### src/rtl/qte_pkg.sv
// shared types, widths and the arctangent table for the quaternion to euler block
`default_nettype none

package qte_pkg;

  // datapath widths
  localparam int ArgW      = 35;   // atan2 arguments in Q.2F before scaling
  localparam int RootW     = 64;   // square root remainder and partial root
  localparam int CordW     = 46;   // cordic x and y after the x256 scaling
  localparam int AngW      = 34;   // angle accumulator, centidegrees in Q.16
  localparam int ProdW     = 32;   // one 16 x 16 product
  localparam int TabLen    = 24;
  localparam int RootSteps = 32;
  localparam int PreShift  = 8;
  localparam int AngFrac   = 16;

  localparam logic signed [AngW-1:0] QuarterTurn = 34'sd589824000;
  localparam logic signed [AngW-1:0] RoundHalf   = 34'sd32768;
  localparam logic signed [AngW-1:0] RollLim     = 34'sd18000;
  localparam logic signed [AngW-1:0] PitchLim    = 34'sd9000;

  // the five atan2 arguments
  typedef struct packed {
    logic signed [ArgW-1:0] roll_y;
    logic signed [ArgW-1:0] roll_x;
    logic signed [ArgW-1:0] pitch_y;
    logic signed [ArgW-1:0] yaw_y;
    logic signed [ArgW-1:0] yaw_x;
  } args_t;

  // square root cell payload
  typedef struct packed {
    logic [RootW-1:0] rem;
    logic [RootW-1:0] root;
    args_t            args;
  } root_t;

  // one cordic lane
  typedef struct packed {
    logic signed [CordW-1:0] x;
    logic signed [CordW-1:0] y;
    logic signed [AngW-1:0]  z;
    logic                    zero;
  } lane_t;

  // atan(2^-i) in centidegrees, Q.16, rounded to nearest
  function automatic logic signed [AngW-1:0] atan_entry(input int idx);
    logic signed [AngW-1:0] v;
    case (idx)
      0:  v = 34'sd294912000;
      1:  v = 34'sd174096719;
      2:  v = 34'sd91987925;
      3:  v = 34'sd46694507;
      4:  v = 34'sd23437865;
      5:  v = 34'sd11730358;
      6:  v = 34'sd5866610;
      7:  v = 34'sd2933484;
      8:  v = 34'sd1466765;
      9:  v = 34'sd733385;
      10: v = 34'sd366693;
      11: v = 34'sd183346;
      12: v = 34'sd91673;
      13: v = 34'sd45837;
      14: v = 34'sd22918;
      15: v = 34'sd11459;
      16: v = 34'sd5730;
      17: v = 34'sd2865;
      18: v = 34'sd1432;
      19: v = 34'sd716;
      20: v = 34'sd358;
      21: v = 34'sd179;
      22: v = 34'sd90;
      23: v = 34'sd45;
      default: v = '0;
    endcase
    return v;
  endfunction

endpackage

`default_nettype wire

### src/rtl/qte_root_cell.sv
// one step of the bit-serial square root, one result bit per cell
`default_nettype none

module qte_root_cell
  import qte_pkg::*;
#(
  parameter int Step = 0
) (
  input  wire logic clk_i,
  input  wire logic en_i,
  input  root_t     root_i,
  output root_t     root_o
);

  localparam logic [RootW-1:0] TrialBit = {{(RootW-1){1'b0}}, 1'b1} << (RootW - 2 - 2 * Step);

  logic [RootW-1:0] trial;
  root_t            root_d, root_q;

  // subtract the trial value where it fits
  always_comb begin
    trial       = root_i.root + TrialBit;
    root_d.args = root_i.args;
    if (root_i.rem >= trial) begin
      root_d.rem  = root_i.rem - trial;
      root_d.root = (root_i.root >> 1) + TrialBit;
    end else begin
      root_d.rem  = root_i.rem;
      root_d.root = root_i.root >> 1;
    end
  end

  always_ff @(posedge clk_i) begin
    if (en_i) begin
      root_q <= root_d;
    end
  end

  assign root_o = root_q;

endmodule

`default_nettype wire

### config.mk
export PLATFORM = sky130hd
export DESIGN_NAME = qte_root_cell
export DESIGN_NICKNAME = d
export VERILOG_FILES = /design/src/rtl/qte_pkg.sv /design/src/rtl/qte_root_cell.sv
export SDC_FILE = /design/constraint.sdc
export NUM_CORES = 1
export LEC_CHECK = 0
export BUFFER_PORTS_ARGS = -buffer_cell sky130_fd_sc_hd__buf_2
export CORE_AREA = 10 10 226 228
export CTS_CLUSTER_SIZE = 8
export DETAILED_ROUTE_END_ITERATION = 10
export DIE_AREA = 0 0 236 238
export PLACE_DENSITY = 0.62
export SLEW_MARGIN = 20
export SYNTH_ARGS = -nofsm -noshare
export SYNTH_HDL_FRONTEND = slang
export SYNTH_SLANG_ARGS = --single-unit
### constraint.sdc
create_clock -name clk_i -period 3.37 [get_ports clk_i]
set_input_delay 0.337 -clock clk_i [delete_from_list [all_inputs] [get_ports clk_i]]
set_output_delay 0.337 -clock clk_i [all_outputs]
set_load 0.01 [all_outputs]
### After elaboration in Yosys (flattened, before gate mapping)

Index checks and enable logic that the tools add are counted.

* register bits: 303
* latch bits: 0
* RAM bits: 0
* memory bits (read-only): 0
* bits of input ports: 305
* output and inout port bits: 303
* logic and storage cells: 13
* memories kept: 0

* add/sub/neg operators: 3
* $mul: 0
* divide/modulo/power cells: 0
* magnitude comparators: 1
* equality and inequality tests: 0
* shifts and indexed selects: 0
* multiplexer cells: 1
* bitwise gates (word level): 0
* reductions and logical operators: 0

Operators by type and width (number)
* 2-to-1 mux 128 bit: 1
* adder 63 x 63 -> 64 bit (second input constant): 1
* adder 64 x 63 -> 64 bit (second input constant): 1
* greater-or-equal comparator 64 bit: 1
* subtractor 64 bit: 1

### Longest topological paths before layout

* depth in word-level cells: 3
* mapped depth: 14
* mapped depth without buffers: 13

### Worst setup path after synthesis

Ideal clock, no wire load.

* path kind: input to register
* from: in root_i[191] (netlist bit)
* to: reg root_q (netlist bit root_o[299]) (data pin)
* setup time: 257 ps
* data arrival time: 2943 ps
* required time: 3113 ps
* path slack: 170 ps
* stages: 12
* path buffers: 0
* path through: inv_1 -> ha_1 -> and2_1 -> nand3_1 -> or3_1 -> a41o_1 -> nor3_2 -> o21ai_1 -> o41ai_4 -> or4b_1 -> a21oi_1 -> nor3_1

RTL lines
* start: declaration: line qte_root_cell.sv:11 `input root_t root_i,`
* end signal: assignment: line qte_root_cell.sv:35 `root_q <= root_d;`
* end: declaration: line qte_root_cell.sv:18 `root_t root_d, root_q;`

==> qor.csv <==
metric,value,unit
outcome,finished clean,
top_level_ports,608,
worstPathMaxFanout,8,
share_comb_of_total_power,22.2,%
path_buf_inv,4,
power_switching,3.09,mW
postLayoutCellArea,22300,um2
worst_pin_slew,0.611,ns
min-delay-path-class,in2reg,
critPathLaunch,root_i[197],
yosys.area.top_type,edfxtp_1,
route.detailed.drc,0,
setup_viol,0,
worst_setup_hold_path_clk_slew,0.05,ns
power.static_leakage,9.97,nW
grt_start_max_net_pins,80,
switching_share,27.5,%
effective_utilization_at_floorplan,29.9,%
power.density_cell_area,504,nW/um2
worst_ir_drop_vdd,0.408,mV
path_cells,dlygate4sd3_1 > buf_2 > inv_1 > ha_1 > nand2_2 > or4_4 > o211ai_1 > o21ai_2 > o41ai_4 > buf_12 > or4b_4 > a21oi_2 > nor3_1,
detailedRoute.firstIterationViolations,606,
hold_viol_final,0,
sequentialPowerShare,41.7,%
floorplan.die.width,236,um
route.detailed.wl_per_inst,23.4,um
antenna_violating_nets_post_route,0,
synth.top_cells.by_count,"303 x edfxtp_1, 111 x a21oi_1, 82 x nor2_1",
grt_antenna_before_repair,18,
timing.critical_path.slowest_stage_cell,or4_4,
drt_pass1_iterations,5,
internal-power,8.15,mW
nFillCells,4130,
worst_setup_path_end_kind,register,
worst_slew_margin_rel,59.2,%
grt.overflow.total,0,
gp_routability_congestion,0.869,
critPathTopFamily,simple AND/OR/NAND/NOR gates,
wire_length_of_the_first_global_routing_pass,89.4,mm
share_clk_of_total_power,36.1,%
track_usage,21.2,%
synth_fp_nets,1430,
critPathArrivalTime,3.59,ns
post-synth-top-count-cell,edfxtp_1,
number_of_global_route_vias_before_repair,13147,
yosys.cell_types.count,58,
cts_max_path_buffers,3,
synth_seq_area_share,65.6,%
cts_max_level,2,
finish.net_count,2400,
final_max_slew_viol_count,0,
core,46400,um2
final_core_occ,48.1,%
clock_sink_count,303,
worstPathRequired,3.70,ns
cts_tree,yes,
port_buffers,607,
instance_area_at_placement,18500,um2
placementRows,79,
setup_total_neg_slack,0,ns
final_layout_size_suffix_gt1_share,40.5,%
synth_async_sr_flop_share,0,%
crit_path_start_kind,primary input,
detail_route.vias_per_cell,4.75,
biggest_area_contributors_in_the_synthesized_netlist,"edfxtp_1 66%, ha_1 5.8%, a21oi_1 4.0%",
timing.critical_path.slowest_cell_delay,0.55,ns
die_height,238,um
final_min_period_over_clock_period,96.7,%
die-area,56200,um2
netlist_instances,1060,
syn-cell-area,13900,um2
timing.final.crit_period,3.26,ns
synth_enable_flop_cells,303,
worst_hold_startpoint,root_i[181],
total_cts_buffers,45,
max_cap_viol_count,0,
vias,12632,
synthesized_area_per_cell,13.1,um2
netlist.area_leader.share,65.6,%
largest_register_ff_count,303,
cts_root_buffer,clkbuf_16,
max_clock_freq,307,MHz
criticalPathCategory,in2reg,
dominantRegCellSynth,edfxtp_1,
yosys_warnings,0,
flow.area_growth_from_synthesis,60.9,%
unrepaired_setup_endpoints_after_global_routing,yes,
routed_wirelength,62.4,mm
ys_ff_latch,303,
place_hpwl,48.5,mm
routing by layer:
| metal | GRT usage, % | wire, um | vias up |
|---|---|---|---|
| met5 | 0 | 75 | - |
| met4 | 8.37 | 2500 | 12 |
| met3 | 7.37 | 5310 | 102 |
| met2 | 37.5 | 31800 | 542 |
| met1 | 22.8 | 22700 | 6078 |
| li1 | - | - | 5898 |
timing repair:
| action | in CTS | in global routing |
|---|---|---|
| hold buffers | 232 | 0 |
| buffers inserted | 0 | 6 |
| setup endpoints to repair | 0 | 61 |
| hold endpoints to repair | 232 | 0 |
| resized for setup | 0 | 45 |
kinds of logic (layout without fill, tap and decap cells):
logic type	after synthesis	count (layout)	share of synthesized area (%)
adders and majority gates	65	65	5.92
and+or+nand+nor	234	234	8.19
muxes	15	15	1.21
xor gates and xnor gates	56	56	3.54
other	0	13	0
AOI/OAI and AO/OA	272	272	12.3
buffers and inverters	115	1096	3.22
DFF	303	303	65.6
final cells by class:
cell class	instances	area [um2]	area share [%]
diodes	13	32.5	0.146
multi-input cells	642	4530	20.3
inverters	78	293	1.31
well taps	607	759	3.41
flip-flops and latches	303	9100	40.8
clock inverters	7	57.6	0.258
repair buffers	960	6360	28.5
clock buffers	51	1170	5.25
per-stage QoR:
step | worst slack, ns | hold WS (ns) | std cells | power [mW]
CTS | 0.00542 | 0.0242 | 2644 | 11.3
global route | -0.0485 | 0.0360 | 2654 | 11.8
detailed placement | -0.386 | 0.515 | 2354 | 6.95
global placement | -0.326 | 0.514 | 2354 | 6.93
floorplan | 0.170 | 0.436 | 1060 | 5.77
finish | 0.111 | 0.0596 | 2661 | 11.2
path summary, 6_finish.rpt:
check / end / slack (ns) / cells past startpoint
min: root_o[180] / 0.06 / 2
max: root_o[299] / 0.11 / 13
power groups by stage:
stage / sequential [mW] / combinational [mW] / clock, mW
3_5_place_dp: 4.74 / 2.21 / 0
5_1_grt: 4.71 / 2.69 / 4.35
6_report: 4.68 / 2.49 / 4.06
3_3_place_gp: 4.74 / 2.19 / 0
2_1_floorplan: 4.95 / 0.818 / 0
4_1_cts: 4.68 / 2.46 / 4.18
layout by cell type (no fill, tap or decap), types with 18 or more instances in the layout:
cell type	Yosys	layout
buf_2	11	604
edfxtp_1	303	303
dlygate4sd3_1	0	229
buf_4	0	115
a21oi_1	111	108
nor2_1	82	81
inv_1	78	75
ha_1	64	55
nand2_1	52	50
a21o_1	49	49
clkbuf_16	0	46
o21ai_0	40	37
xnor2_1	36	36
xor2_1	20	20
nand4_1	18	18
(Power assumes the default switching activity.)
