<file path="config.mk">
export PLATFORM = sky130hd
export DESIGN_NAME = qte_cordic_cell
export DESIGN_NICKNAME = d
export VERILOG_FILES = /design/src/rtl/qte_pkg.sv /design/src/rtl/qte_cordic_cell.sv
export SDC_FILE = /design/constraint.sdc
export NUM_CORES = 1
export LEC_CHECK = 0
export BUFFER_PORTS_ARGS = -buffer_cell sky130_fd_sc_hd__buf_2
export CELL_PAD_IN_SITES_DETAIL_PLACEMENT = 1
export CELL_PAD_IN_SITES_GLOBAL_PLACEMENT = 1
export CORE_MARGIN = 5
export CORE_UTILIZATION = 46
export CTS_CLUSTER_DIAMETER = 50
export DETAILED_ROUTE_END_ITERATION = 10
export PLACE_DENSITY = 0.93
export SLEW_MARGIN = 20
export SYNTH_ARGS = -nofsm -noshare
export SYNTH_HDL_FRONTEND = slang
export SYNTH_SLANG_ARGS = --single-unit
</file>
<file path="constraint.sdc">
create_clock -name clk_i -period 6.3 [get_ports clk_i]
set_input_delay 0.315 -clock clk_i [delete_from_list [all_inputs] [get_ports clk_i]]
set_output_delay 0.315 -clock clk_i [all_outputs]
set_load 0.03 [all_outputs]
</file>
<file path="src/rtl/qte_pkg.sv">
// shared types, widths and the arctangent table for the quaternion to euler block
`default_nettype none

package qte_pkg;

  // datapath widths
  localparam int ArgW      = 35;   // atan2 arguments in Q.2F before scaling
  localparam int RootW     = 64;   // square root remainder and partial root
  localparam int CordW     = 46;   // cordic x and y after the x256 scaling
  localparam int AngW      = 34;   // angle accumulator, centidegrees in Q.16
  localparam int ProdW     = 32;   // one 16 x 16 product
  localparam int TabLen    = 24;
  localparam int RootSteps = 32;
  localparam int PreShift  = 8;
  localparam int AngFrac   = 16;

  localparam logic signed [AngW-1:0] QuarterTurn = 34'sd589824000;
  localparam logic signed [AngW-1:0] RoundHalf   = 34'sd32768;
  localparam logic signed [AngW-1:0] RollLim     = 34'sd18000;
  localparam logic signed [AngW-1:0] PitchLim    = 34'sd9000;

  // the five atan2 arguments
  typedef struct packed {
    logic signed [ArgW-1:0] roll_y;
    logic signed [ArgW-1:0] roll_x;
    logic signed [ArgW-1:0] pitch_y;
    logic signed [ArgW-1:0] yaw_y;
    logic signed [ArgW-1:0] yaw_x;
  } args_t;

  // square root cell payload
  typedef struct packed {
    logic [RootW-1:0] rem;
    logic [RootW-1:0] root;
    args_t            args;
  } root_t;

  // one cordic lane
  typedef struct packed {
    logic signed [CordW-1:0] x;
    logic signed [CordW-1:0] y;
    logic signed [AngW-1:0]  z;
    logic                    zero;
  } lane_t;

  // atan(2^-i) in centidegrees, Q.16, rounded to nearest
  function automatic logic signed [AngW-1:0] atan_entry(input int idx);
    logic signed [AngW-1:0] v;
    case (idx)
      0:  v = 34'sd294912000;
      1:  v = 34'sd174096719;
      2:  v = 34'sd91987925;
      3:  v = 34'sd46694507;
      4:  v = 34'sd23437865;
      5:  v = 34'sd11730358;
      6:  v = 34'sd5866610;
      7:  v = 34'sd2933484;
      8:  v = 34'sd1466765;
      9:  v = 34'sd733385;
      10: v = 34'sd366693;
      11: v = 34'sd183346;
      12: v = 34'sd91673;
      13: v = 34'sd45837;
      14: v = 34'sd22918;
      15: v = 34'sd11459;
      16: v = 34'sd5730;
      17: v = 34'sd2865;
      18: v = 34'sd1432;
      19: v = 34'sd716;
      20: v = 34'sd358;
      21: v = 34'sd179;
      22: v = 34'sd90;
      23: v = 34'sd45;
      default: v = '0;
    endcase
    return v;
  endfunction

endpackage

`default_nettype wire

</file>
<file path="src/rtl/qte_cordic_cell.sv">
// one vectoring cordic micro-rotation for one lane
`default_nettype none

module qte_cordic_cell
  import qte_pkg::*;
#(
  parameter int Idx = 0
) (
  input  wire logic clk_i,
  input  wire logic en_i,
  input  lane_t     lane_i,
  output lane_t     lane_o
);

  localparam logic signed [AngW-1:0] Atan = atan_entry(Idx);

  lane_t lane_d, lane_q;

  // rotate toward the x axis
  always_comb begin
    lane_d.zero = lane_i.zero;
    if (lane_i.y >= 0) begin
      lane_d.x = lane_i.x + (lane_i.y >>> Idx);
      lane_d.y = lane_i.y - (lane_i.x >>> Idx);
      lane_d.z = lane_i.z + Atan;
    end else begin
      lane_d.x = lane_i.x - (lane_i.y >>> Idx);
      lane_d.y = lane_i.y + (lane_i.x >>> Idx);
      lane_d.z = lane_i.z - Atan;
    end
  end

  always_ff @(posedge clk_i) begin
    if (en_i) begin
      lane_q <= lane_d;
    end
  end

  assign lane_o = lane_q;

endmodule

`default_nettype wire

</file>
Word level (Yosys, flattened, before mapping)
Cells that the tools add are included.

word-level totals
  register bits after elaboration = 127
  bits of input ports = 129
  output and inout bits = 127
  logic and storage cells = 11

cells by class
  add/subtract/negate cells = 5
  magnitude comparators = 1
  multiplexer cells = 1

operators with widths
  cell                      count
  $mux W126                 1
  $sub A46 B46 Y46          2
  $add A46 B46 Y46          1
  $ge A46 B1 Y1 const B     1
  $add A34 B30 Y34 const B  1
  $sub A34 B30 Y34 const B  1

Longest topological paths before layout
Gate-level depths: netlist (run 1).

  depth in word-level cells = 2
  mapped depth = 13

Worst setup path before layout (run 1)
OpenSTA, ideal clock, no wires.

  path type = input-to-reg
  from = in lane_i[80] (netlist bit)
  to = reg lane_q, in the netlist lane_o[34] (data pin)
  setup time = 0.263 ns
  data arrival time = 2.681 ns
  slack = 3.356 ns
  stages on the path = 12
  buffers on the path = 3
  cell sequence = buf_2 -> inv_2 -> clkbuf_1 -> clkbuf_1 -> ha_1 -> a21oi_1 -> o21ai_0 -> a31oi_1 -> o22ai_1 -> a21oi_1 -> mux2i_1 -> xor2_1

RTL lines
  element               line                   text
  start, declared       qte_cordic_cell.sv:11  input lane_t lane_i,
  end signal, assigned  qte_cordic_cell.sv:35  lane_q <= lane_d;
  end, declared         qte_cordic_cell.sv:17  lane_t lane_d, lane_q;

==> reports/metrics.csv, run 1 <==
stage,metric,value,unit
run_status,status,finished clean,
hold_path,hold path cells,1,
sta,Slew Limit Fails,0,
yosys,"Seq/Total Area, Yosys",29.51,%
grt,met1 global-route usage,39.54,%
yosys,Syn Nets,1783,
grt,GRT overflow,0,
pwr,leak pwr,6.589,nW
clock_network,post-CTS repair timing setup buffer count,0,
yosys,Post-Syn Area,12820,um2
hold_path,WHS Endpoint,lane_o[6],
die,die area,31310,um2
die,die height,177.0,um
sta,Worst Tran Pin Value,1.155,ns
setup_path,cell-by-cell trace of the critical path,buf_2 -> inv_1 -> ha_1 -> nor4_1 -> nand3_1 -> or3b_1 -> a31oi_1 -> o21ai_1 -> a211oi_1 -> a311oi_1,
sta,Setup WS post-layout,2.882,ns
detailed_routing,Pre-Repair DR Iteration Count,7,
cells_and_area,"non-filler cells, final",2113,
cells_and_area,Synth-to-Final Area Change,16.22,%
yosys,Post-synth top flop,edfxtp_1,
place,Placed Area,14280,um2
place,hpwl dp,39.64,mm
sta,Final Setup Violations,0,
sta,setup TNS,0,ns
pwr,Worst VDD drop,143.7,uV
sta,worst relative slew slack,22.97,%
setup_path,"critical path fanouts, max",15,
grt,largest net degree at the start of global routing,95,
place,Post-Place Cells,2081,
detailed_routing,number of vias per cell,6.164,
yosys,Cells after Synth,1511,
hold_path,worst min path class,input port to register,
place,count of input and output buffers,255,
place,worst slack at placement,2.553,ns
grt,GRT Total Usage,31.25,%
detailed_routing,DR WL/cell,23.92,um
detailed_routing,total wire length,50.55,mm
detailed_routing,drt drc,0,
cells_and_area,design area,14900,um2
hold_path,HP Start,lane_i[6],
die,Core Region,27630,um2
grt,initial antenna violation count,0,
yosys,Syn Area/Cell,8.485,um2
setup_path,largest stage delay on the critical path,0.79,ns
setup_path,crit path max-delay cell type,nor4_1,
grt,M2 GR Usage,54.44,%
setup_path,Crit Path Category,input port to register,
clock_network,CTS Hold Bufs,0,
clock_network,clk buf depth,2,
clock_network,clock sinks,126,
sta,"Hold Vio Cnt, Final",0,
yosys,number of synthesized flops with an enable pin,126,
grt,M3 GR Usage,4.700,%
cells_and_area,proportion of layout cells with a drive suffix above 1,19.19,%
cells_and_area,"Core Util, Final",53.93,%
setup_path,Worst Path Arrival,3.58,ns
clock_network,post-CTS sizing,0,
yosys,Cell variety after synth,90,
pwr,Pwr Total,3.724,mW
setup_path,Worst setup EP type,register,
yosys,Syn. warnings,0,
place,GP Congestion,0.9786,
grt,GRT busiest layer,met2,
detailed_routing,antenna-violating nets left,0,
grt,first-pass GRT wire length,77.43,mm
sta,min cycle time layout,3.418,ns
detailed_routing,Vias,13024,
sta,hold_ws,0.03798,ns
die,die span in x,177.0,um
cells_and_area,max reg flops,126,
die,# IOs,256,
die,Initial Util,46.40,%
setup_path,CP bufs+invs,2,
clock_network,CTS clock-pin slew for the worst setup and hold paths,0.08,ns
cells_and_area,diode count,0,
sta,fmax,0.2925,GHz
die,row count,61,
sta,Tcrit/Tclk final,54.26,%
clock_network,htree depth,4,
cells_and_area,layout net count,1994,
run,Max Cap Viol,0,
setup_path,Top delay family on crit path,simple AND/OR/NAND/NOR gates,
yosys,async set or reset register ratio after synthesis,0,%
pwr,PwrDens,249.9,nW/um2
sta,unrepaired setup endpoints after global routing,no,
clock_network,clock buffer count from CTS,17,
detailed_routing,DRT iter0 DRCs,1262,
setup_path,"Req. time, crit path",6.46,ns
clock_network,CTS tree,built,
setup_path,crit path launch type,input port,
clock_network,clock root buffer,clkbuf_16,
grt,vias in the first global route,13643,
yosys,Yosys reg bits,126,
worst max-delay path by stage:
stage,slack [ns],endpoint,from,depth (start not counted)
2_1_floorplan,3.36,lane_o[34],lane_i[80],12
3_3_place_gp,2.57,lane_o[72],lane_i[53],10
3_5_place_dp,2.55,lane_o[72],lane_i[53],10
4_1_cts,3.03,lane_o[74],lane_i[43],12
5_1_grt,2.69,lane_o[74],lane_i[43],12
6_report,2.88,lane_o[72],lane_i[53],10
per-layer routing:
metal  vias to the layer above  part of all wire (%)
met3                       115                   6.5
li1                       5882                     -
met1                      6453                    41
met4                         0                   3.4
met2                       574                    49
met5                         -                     0
cells in the final DEF, fill, tap and decap left out, drive strengths merged, types with 8 or more instances in the layout:
cell type,n
or3,10
nor2,134
a211oi,13
clkbuf,17
nand3,32
edfxtp,126
xor2,14
clkinv,10
nand2,81
a21boi,13
a31oi,14
nor4,10
o21ai,97
o31ai,15
a21oi,180
a221oi,10
inv,153
mux2i,21
nand4,16
xnor2,86
ha,140
or2,8
o21a,14
nand2b,13
nor3,36
nor2b,16
buf,258
o21bai,39
a21o,29
o211ai,21
cells in the mapped netlist, types with 8 or more instances:
cell | instances | area (um2)
a21oi_1 | 177 | 885.9
ha_1 | 140 | 1752
inv_1 | 137 | 514.2
nor2_1 | 134 | 503.0
edfxtp_1 | 126 | 3784
o21ai_0 | 88 | 440.4
xnor2_1 | 86 | 753.2
nand2_1 | 81 | 304.0
o21bai_1 | 38 | 285.3
nor3_1 | 36 | 180.2
nand3_1 | 30 | 150.1
a21o_1 | 29 | 217.7
clkbuf_1 | 27 | 101.4
buf_2 | 24 | 120.1
mux2i_1 | 21 | 210.2
o211ai_1 | 20 | 150.1
nand4_1 | 16 | 100.1
nor2b_1 | 16 | 100.1
o31ai_1 | 15 | 112.6
o21a_1 | 14 | 105.1
xor2_1 | 14 | 122.6
a211oi_1 | 13 | 97.59
a31oi_1 | 13 | 81.33
nand2b_1 | 13 | 81.33
a21boi_0 | 10 | 75.07
inv_2 | 9 | 33.78
or3_1 | 9 | 56.30
a221oi_1 | 8 | 70.07
buf_4 | 8 | 60.06
nor4_1 | 8 | 50.05
o21ai_1 | 8 | 40.04
cells by family (layout without fill, tap and decap cells):
family	count (synthesis)	after routing	synth area share, %
compound gates	522	522	26.74
mux	22	22	1.727
buf+inv	215	439	6.822
flops	126	126	29.51
xor+xnor	100	100	6.831
fa+ha+maj	143	143	14.13
simple gates	383	383	14.24
layout make-up:
type | count | area (um2)
Tap cell | 378 | 473.0
Fill cell | 3410 | 12730
Clock inverter | 15 | 195.2
Inverter | 149 | 559.3
Clock buffer | 17 | 425.4
Timing Repair Buffer | 258 | 1301
Multi-Input combinational cell | 1170 | 8163
Sequential cell | 126 | 3784
report_power, final:
group          leakage [nW]  internal, mW  switching [mW]
clock                 0.303         0.575           0.521
sequential             1.23          1.10          0.0467
combinational          5.05         0.459            1.03
total                  6.59          2.13            1.59
(Power assumes the default switching activity.)
==> inputs of run 2 (changes only) <==
--- a/config.mk
+++ b/config.mk
@@ -9,10 +9,10 @@
 export CELL_PAD_IN_SITES_DETAIL_PLACEMENT = 1
 export CELL_PAD_IN_SITES_GLOBAL_PLACEMENT = 1
 export CORE_MARGIN = 5
-export CORE_UTILIZATION = 46
+export CORE_UTILIZATION = 38
 export CTS_CLUSTER_DIAMETER = 50
 export DETAILED_ROUTE_END_ITERATION = 10
-export PLACE_DENSITY = 0.93
+export PLACE_DENSITY = 0.83
 export SLEW_MARGIN = 20
 export SYNTH_ARGS = -nofsm -noshare
 export SYNTH_HDL_FRONTEND = slang
==> constraint.sdc (replaced) <==
create_clock -name clk_i -period 3 [get_ports clk_i]
set_input_delay 0.15 -clock clk_i [delete_from_list [all_inputs] [get_ports clk_i]]
set_output_delay 0.15 -clock clk_i [all_outputs]
set_load 0.03 [all_outputs]
==> run 2 against run 1 <==
Compared with the run above:
- power increased by 120%
- setup slack worse by 2.9 ns
- via count rose by 8.6%
- design area rose by 17%
- critical path depth grew 4
- combinational power grew 150%
- hold slack worse by 0.015 ns
- sequential power rose by 110%
- non-clock buffer count increased by 311
- routed wire length is 13% higher
- critical endpoint is now lane_o[123]
==> reports/metrics.csv, run 2 (synthesized netlist as in run 1, its figures left out) <==
stage,metric,value,unit,change
sta,Final Setup Violations,0,,unchanged
setup_path,"Req. time, crit path",3.18,ns,-3.28 ns
die,die span in x,193.7,um,+9.5%
die,# IOs,256,,unchanged
pwr,Pwr Total,8.302,mW,+120%
clock_network,CTS tree,built,,
setup_path,Worst Path Arrival,3.16,ns,-0.42 ns
sta,Worst Tran Pin Value,0.8820,ns,-0.2734 ns
setup_path,crit path launch type,input port,,
sta,worst relative slew slack,41.20,%,+18 points
setup_path,Worst setup EP type,register,,
pwr,PwrDens,476.9,nW/um2,+91%
run_status,status,finished clean,,
die,die height,193.7,um,+9.5%
cells_and_area,fill count,4096,,+20%
place,count of input and output buffers,255,,unchanged
place,GP Congestion,0.9601,,-1.9%
sta,"Hold Vio Cnt, Final",0,,unchanged
grt,largest net degree at the start of global routing,74,,-22%
detailed_routing,Vias,14141,,+8.6%
hold_path,worst min path class,input port to register,,
die,Core Region,33450,um2,+21%
detailed_routing,antenna-violating nets left,0,,unchanged
pwr,Worst VDD drop,428.3,uV,+200%
sta,hold_ws,0.02309,ns,-0.01489 ns
detailed_routing,DR WL/cell,22.80,um,-4.7%
die,Initial Util,38.33,%,-8.1 points
detailed_routing,DRT iter0 DRCs,1102,,-13%
grt,initial antenna violation count,1,,+1
detailed_routing,number of vias per cell,5.668,,-8.0%
grt,GRT Total Usage,29.17,%,-2.1 points
clock_network,htree depth,4,,unchanged
cells_and_area,"commonest non-fill, non-tap cell in the layout",buf_4,,
sta,Slew Limit Fails,0,,unchanged
detailed_routing,total wire length,56.88,mm,+13%
clock_network,clock sinks,126,,unchanged
cells_and_area,"Core Util, Final",52.05,%,-1.9 points
clock_network,clock root buffer,clkbuf_16,,
detailed_routing,Pre-Repair DR Iteration Count,6,,-1
die,row count,67,,+9.8%
grt,GRT overflow,0,,unchanged
die,die area,37510,um2,+20%
sta,Tcrit/Tclk final,99.32,%,
cells_and_area,layout net count,2305,,+16%
pwr,leak pwr,8.066,nW,+22%
place,hpwl dp,45.61,mm,+15%
grt,vias in the first global route,15155,,+11%
cells_and_area,Synth-to-Final Area Change,35.79,%,
sta,min cycle time layout,2.980,ns,
sta,fmax,0.3356,GHz,
clock_network,CTS clock-pin slew for the worst setup and hold paths,0.06,ns,-0.02 ns
run,Max Cap Viol,0,,unchanged
cells_and_area,proportion of layout cells with a drive suffix above 1,30.65,%,+11 points
grt,first-pass GRT wire length,87.66,mm,+13%
clock_network,clk buf depth,2,,unchanged
setup_path,"critical path fanouts, max",4,,-11
detailed_routing,drt drc,0,,unchanged
cells_and_area,most frequent cells in the layout,"293 x buf_4, 254 x buf_2, 176 x a21oi_1, 140 x ha_1, 137 x inv_1",,
cells_and_area,max reg flops,126,,unchanged
setup_path,Crit Path Category,input port to register,,
clock_network,clock buffer count from CTS,17,,unchanged
run 2: worst max-delay path, cell delays in order:
cell	delay, ns
buf_2	0.11
buf_4	0.11
ha_1	0.21
fa_1	0.22
nand2b_1	0.17
a21oi_1	0.17
o211ai_1	0.38
nand3_2	0.26
o31ai_4	0.34
buf_4	0.15
o211ai_1	0.16
a2111oi_1	0.46
a21oi_1	0.11
xnor2_1	0.15
run 2: per-layer routing:
metal | global-route usage (%) | share of wire, % | vias up
met4 | 9.730 | 3.5 | 0
met3 | 4.883 | 6.3 | 112
met5 | 0 | 0 | -
li1 | - | - | 6501
met1 | 37.87 | 42 | 6954
met2 | 49.52 | 48 | 574
run 2: what timing repair did:
item	CTS	global route
endpoints found under the hold margin	19	0
endpoints found under the setup margin	1	9
pin swaps	0	1
resized for setup	1	5
setup buffers	0	0
hold buffers	19	0
run 2: report_power, final:
| part | switching [mW] | total, mW | internal (mW) |
|---|---|---|---|
| Combinational | 2.32 | 3.72 | 1.40 |
| Clock | 0.950 | 2.19 | 1.24 |
| Sequential | 0.0955 | 2.40 | 2.30 |
| Total | 3.36 | 8.30 | 4.94 |
run 2: cell type report:
class / instances / area (um2) / share of cell area [%]
well taps: 448 / 560.5 / 3.220
flip-flops and latches: 126 / 3784 / 21.73
diodes: 1 / 2.502 / 0.01437
inverters: 149 / 559.3 / 3.213
clock inverters: 14 / 158.9 / 0.9127
multi-input cells: 1170 / 8194 / 47.07
clock buffers: 18 / 429.2 / 2.465
repair buffers: 569 / 3721 / 21.37
run 2: final timing paths:
kind / from / endpoint / slack (ns) / cells past startpoint
hold / removal: lane_i[34] / lane_o[34] / 0.02 / 2
setup / recovery: lane_i[35] / lane_o[123] / 0.02 / 14
run 2: through the flow:
stage / setup TNS [ns] / std cells / cell area [um2] / worst slack (ns)
global route: -0.05635 / 2495 / 17410 / -0.05205
floorplan: 0 / 1511 / 12820 / 0.2206
finish: 0 / 2495 / 17410 / 0.02045
detailed placement: -8.503 / 2443 / 16600 / -0.4260
CTS: 0 / 2494 / 17380 / 0.03299
global placement: -4.553 / 2443 / 16600 / -0.2955
